## src/sv/cna_pkg.sv

```systemverilog
// ============================================================================
// cna_pkg
// Shared constants and types for the complex number alu.
// ============================================================================
`default_nettype none

package cna_pkg;

   localparam int DATA_WIDTH_DEF = 16;
   localparam int FRAC_BITS_DEF  = 8;
   localparam int CMD_WIDTH      = 2;
   localparam int STATUS_WIDTH   = 2;

   typedef enum logic [CMD_WIDTH-1:0] {
      CMD_ADD = 2'd0,
      CMD_SUB = 2'd1,
      CMD_MUL = 2'd2,
      CMD_DIV = 2'd3
   } cmd_type;

   typedef enum logic [STATUS_WIDTH-1:0] {
      STATUS_OK      = 2'd0,
      STATUS_DIV0    = 2'd1,
      STATUS_SAT     = 2'd2,
      STATUS_UNUSED  = 2'd3
   } status_type;

   // flags that travel down the pipeline with each transaction
   typedef struct packed {
      logic    valid;
      cmd_type cmd;
      logic    div0;
   } ctrl_type;

endpackage

`default_nettype wire

```

## src/sv/cna_prod.sv

```systemverilog
// ============================================================================
// cna_prod
// Product stage: registered operands, four cross products and the two squares
// of b, then combine into real and imaginary sums (or plain add/sub) and the denominator.
// ============================================================================
`default_nettype none

module cna_prod #(
   parameter int DATA_WIDTH = cna_pkg::DATA_WIDTH_DEF
) (
   input  wire logic                          clock,
   input  wire logic                          reset,
   input  wire logic                          advance,
   input  wire cna_pkg::ctrl_type             ctrl_in,
   input  wire logic signed [DATA_WIDTH-1:0]  a_re,
   input  wire logic signed [DATA_WIDTH-1:0]  a_im,
   input  wire logic signed [DATA_WIDTH-1:0]  b_re,
   input  wire logic signed [DATA_WIDTH-1:0]  b_im,
   output cna_pkg::ctrl_type                  ctrl_out,
   output logic signed [2*DATA_WIDTH+1:0]     sum_re,
   output logic signed [2*DATA_WIDTH+1:0]     sum_im,
   output logic [2*DATA_WIDTH:0]              den
);

   localparam int PW = 2 * DATA_WIDTH;
   localparam int SW = 2 * DATA_WIDTH + 2;

   cna_pkg::ctrl_type ctrl1_ff, ctrl2_ff;
   logic signed [PW-1:0] p_rr_ff, p_ii_ff, p_ri_ff, p_ir_ff, p_brr_ff, p_bii_ff;
   logic signed [DATA_WIDTH-1:0] ar_ff, ai_ff, br_ff, bi_ff;
   logic signed [SW-1:0] sum_re_ff, sum_im_ff;
   logic [PW:0] den_ff;
   logic signed [SW-1:0] sre_in, sim_in;

   // stage 1: multiplies
   always_ff @(posedge clock) begin
      if (reset) begin
         ctrl1_ff <= '0;
      end else if (advance) begin
         ctrl1_ff <= ctrl_in;
      end
      if (advance) begin
         p_rr_ff  <= a_re * b_re;
         p_ii_ff  <= a_im * b_im;
         p_ri_ff  <= a_re * b_im;
         p_ir_ff  <= a_im * b_re;
         p_brr_ff <= b_re * b_re;
         p_bii_ff <= b_im * b_im;
         ar_ff    <= a_re;
         ai_ff    <= a_im;
         br_ff    <= b_re;
         bi_ff    <= b_im;
      end
   end

   // combine by operation
   always_comb begin
      case (ctrl1_ff.cmd)
         cna_pkg::CMD_ADD: begin
            sre_in = SW'(ar_ff) + SW'(br_ff);
            sim_in = SW'(ai_ff) + SW'(bi_ff);
         end
         cna_pkg::CMD_SUB: begin
            sre_in = SW'(ar_ff) - SW'(br_ff);
            sim_in = SW'(ai_ff) - SW'(bi_ff);
         end
         cna_pkg::CMD_MUL: begin
            sre_in = SW'(p_rr_ff) - SW'(p_ii_ff);
            sim_in = SW'(p_ri_ff) + SW'(p_ir_ff);
         end
         default: begin
            sre_in = SW'(p_rr_ff) + SW'(p_ii_ff);
            sim_in = SW'(p_ir_ff) - SW'(p_ri_ff);
         end
      endcase
   end

   // stage 2: sums and denominator
   always_ff @(posedge clock) begin
      if (reset) begin
         ctrl2_ff <= '0;
      end else if (advance) begin
         ctrl2_ff <= ctrl1_ff;
      end
      if (advance) begin
         sum_re_ff <= sre_in;
         sum_im_ff <= sim_in;
         den_ff    <= {1'b0, p_brr_ff} + {1'b0, p_bii_ff};
      end
   end

   assign ctrl_out = ctrl2_ff;
   assign sum_re   = sum_re_ff;
   assign sum_im   = sum_im_ff;
   assign den      = den_ff;

endmodule

`default_nettype wire

```

## config.mk

```make
export PLATFORM = sky130hd
export DESIGN_NAME = cna_prod
export DESIGN_NICKNAME = d
export VERILOG_FILES = /design/src/sv/cna_pkg.sv /design/src/sv/cna_prod.sv
export SDC_FILE = /design/constraint.sdc
export NUM_CORES = 2
export LEC_CHECK = 0
export ABC_CLOCK_PERIOD_IN_PS = 10350
export BUFFER_PORTS_ARGS = -buffer_cell sky130_fd_sc_hd__buf_2
export CAP_MARGIN = 20
export CELL_PAD_IN_SITES_DETAIL_PLACEMENT = 0
export CELL_PAD_IN_SITES_GLOBAL_PLACEMENT = 1
export CORE_MARGIN = 5
export CORE_UTILIZATION = 41
export CTS_CLUSTER_DIAMETER = 120
export CTS_CLUSTER_SIZE = 20
export DETAILED_ROUTE_END_ITERATION = 10
export PLACE_DENSITY_LB_ADDON = 0.1
export SYNTH_ARGS = -nofsm -noshare
export SYNTH_HDL_FRONTEND = slang
export SYNTH_SLANG_ARGS = --single-unit
```

## constraint.sdc

```tcl
create_clock -name clock -period 10.35 [get_ports clock]
set_clock_uncertainty 0.1 [all_clocks]
set_input_delay 2.07 -clock clock [delete_from_list [all_inputs] [get_ports clock]]
set_output_delay 2.07 -clock clock [all_outputs]
set_load 0.005 [all_outputs]
```

==> metrics.md <==
| Metric | Value |
|---|---|
| CP endpoint kind | `flip-flop` |
| Top_reg_cell synth | `edfxtp_1` |
| Global-route usage over all layers | `0.231` |
| Post-CTS Resized | `0` |
| CTS tree | `yes` |
| Vias in the first global route | `57000` |
| Iteration-0 DRC Markers | `2886` |
| Via count | `53400` |
| Layout Nets | `10300` |
| Reg2reg setup slack | `4.75 ns` |
| Largest net degree at the start of global routing | `155` |
| Reg2reg path depth | `15` |
| Critical path class | `in -> reg` |
| Root Buffer | `clkbuf_16` |
| Grt ovf | `0` |
| Total Wirelength | `225 mm` |
| Arr. time, crit path | `9.41 ns` |
| Post-DP HPWL | `187 mm` |
| Layout cells sized above 1 | `0.0472` |
| Mapped Cells | `8037` |
| Slew headroom | `0.240` |
| I/O pins | `176` |
| Reg clk slew, reported paths | `0.09 ns` |
| Final setup fails | `0` |
| Synth warn | `0` |
| Hold Path Class | `reg -> reg` |
| Mapped Area | `77000 um2` |
| Worst slew pin tran | `1.14 ns` |
| Worst Path Max Fanout | `31` |
| Global-route wire length before repair | `351 mm` |
| Fin. Hold Viols | `0` |
| WHS Path Cells | `2` |
| Die H | `443 um` |
| Net Count, Synth | `10300` |
| TritonCTS buffer count | `24` |
| Routed Antenna Nets | `0` |
| Mapped Avg Cell Area | `9.58 um2` |
| Starting Density | `0.411` |
| Fin. max-slew vios | `0` |
| Place WS | `0.705 ns` |
| Clock sink total | `359` |
| Max-cap violations | `0` |
| Critical path required time | `10.64 ns` |
| CTS Buffer Depth | `3` |
| Die Area | `197000 um2` |
| Final Cycle Share | `0.882` |
| Drt via density | `5.06` |
| Post-CTS setup buffers | `0` |
| Post-synth EDFFs | `351` |
| Sequential cell area fraction in the yosys report | `0.139` |
| Crit start category | `input pin` |
| Hold buffers post-CTS | `0` |
| WHS Endpoint | `ctrl_out[0]` |
| Port bufs | `175` |
| Hold Startpoint | `ctrl_out[0]` |
| CORE AREA | `187000 um2` |
| Pre-antenna DRT Iters | `5` |
| Fill count | `18500` |
| Library cells used by synthesis | `79` |
| Worst-skew pair later-pin latency | `0.66 ns` |
| Flops & latches, synth | `359` |
| CP startpoint | `b_re[2]` |
| Die width | `443 um` |
| Cell Rows | `159` |
| Worst r2r src | `p_ri_ff[7]` |
| Initial antenna violation count | `20` |
| RSZ-0062 raised after global routing | `no` |
| Final GP Congestion | `0.881` |
| Status | `finished, final reports clean` |
| Area grow syn2layout | `6.00%` |
| R2r endpoint | `sum_im[31]` |
| Asr flop ratio synth | `0` |
| Worst setup margin | `1.23 ns` |
| Achievable Freq | `110 MHz` |
| Drt drc | `0` |
| Detail-routed net length per standard cell | `21.3 um` |
| Min Clock Period, post-route | `9.12 ns` |
| Htree depth | `1` |
| TNS Setup | `0 ns` |
==> how the worst max path moves through the flow <==
| stage | slack (ns) | end | depth (start not counted) |
|---|---|---|---|
| 2_1_floorplan | 1.99 | p_ii_ff[30] | 20 |
| 3_3_place_gp | 0.77 | p_rr_ff[31] | 21 |
| 3_5_place_dp | 0.71 | p_rr_ff[31] | 21 |
| 4_1_cts | 1.40 | p_rr_ff[31] | 21 |
| 5_1_grt | 1.01 | p_rr_ff[31] | 21 |
| 6_report | 1.23 | p_rr_ff[31] | 21 |
==> stage by stage <==
stage          cells  cell area (um2)  hold WS [ns]  utilization
6_report       10600            81600         0.396        0.436
5_1_grt        10600            81600         0.445        0.436
4_1_cts        10600            81600         0.404        0.435
3_5_place_dp   10500            80800         0.381        0.431
3_3_place_gp   10500            80800         0.368        0.431
2_1_floorplan   8037            77000         0.360            -
==> Yosys cell counts (all sizes together), types with 122 or more instances <==
cell | number | area share
o21ai | 185 | 0.012
clkbuf | 280 | 0.014
ha | 677 | 0.11
a21o | 122 | 0.012
edfxtp | 351 | 0.14
a21oi | 254 | 0.017
xnor2 | 272 | 0.031
and2 | 555 | 0.045
inv | 1864 | 0.091
fa | 1520 | 0.40
nand2 | 749 | 0.037
nor2 | 328 | 0.016
==> worst max-delay path: stages <==
cell      delay, ns
buf_2          0.68
nand2_1        0.22
inv_1          0.14
fa_1           0.55
fa_1           0.81
inv_1          0.17
fa_1           0.52
fa_1           0.57
fa_1           0.43
fa_1           0.49
inv_1          0.06
ha_1           0.35
and2_1         0.25
nand3_1        0.16
inv_1          0.06
a22o_1         0.22
a211oi_1       0.78
o311a_1        0.26
o31ai_1        0.11
a21oi_1        0.18
xnor2_1        0.27
==> registers in the layout, indices dropped and copies added, names as in the netlist <==
register,cells
den,33
sum_im,33
sum_re,33
p_ii_ff,32
p_ir_ff,32
p_ri_ff,32
p_rr_ff,32
p_bii_ff,31
p_brr_ff,31
ai_ff,16
ar_ff,16
bi_ff,15
br_ff,15
ctrl1_ff,4
ctrl_out,4
==> kinds of logic after synthesis <==
logic type / synth area share
AO/OA/AOI/OAI: 0.0772
XOR/XNOR: 0.0442
adder cells (fa/ha/maj): 0.505
buffers and inverters: 0.106
flip-flops: 0.139
multiplexers: 0.00299
AND/OR/NAND/NOR: 0.126
==> cell type report <==
cell class	instances	area [um2]	area share
well taps	2495	3120	0.0382
clock buffers	34	648	0.00794
clock inverters	7	113	0.00138
multi-input cells	5505	58200	0.712
inverters	1867	7010	0.0858
flip-flops and latches	359	10700	0.131
diodes	5	12.5	0.000153
repair buffers	287	1860	0.0228
==> routing by layer <==
layer / part of all wire / GRT usage / routed length, um / vias to the layer above
met5: 0.000089 / 0 / 20 / -
met4: 0.024 / 0.0470 / 5500 / 2
met3: 0.038 / 0.0200 / 8590 / 153
met2: 0.48 / 0.389 / 108000 / 1052
met1: 0.46 / 0.328 / 103000 / 27500
li1: - / - / - / 24700
==> layout by cell type (no fill, tap or decap), drive strengths merged, types with 44 or more instances in the layout <==
master / n
inv: 1866
fa: 1520
nand2: 749
ha: 677
and2: 555
edfxtp: 351
nor2: 328
buf: 287
xnor2: 272
a21oi: 254
o21ai: 185
a21o: 122
xor2: 117
nor3: 70
o21a: 51
nand2b: 51
nand3: 50
o21bai: 44
Power is left out: the tool's default activity adds up to more than one toggle a clock period on the data nets, which glitch-free logic cannot reach.
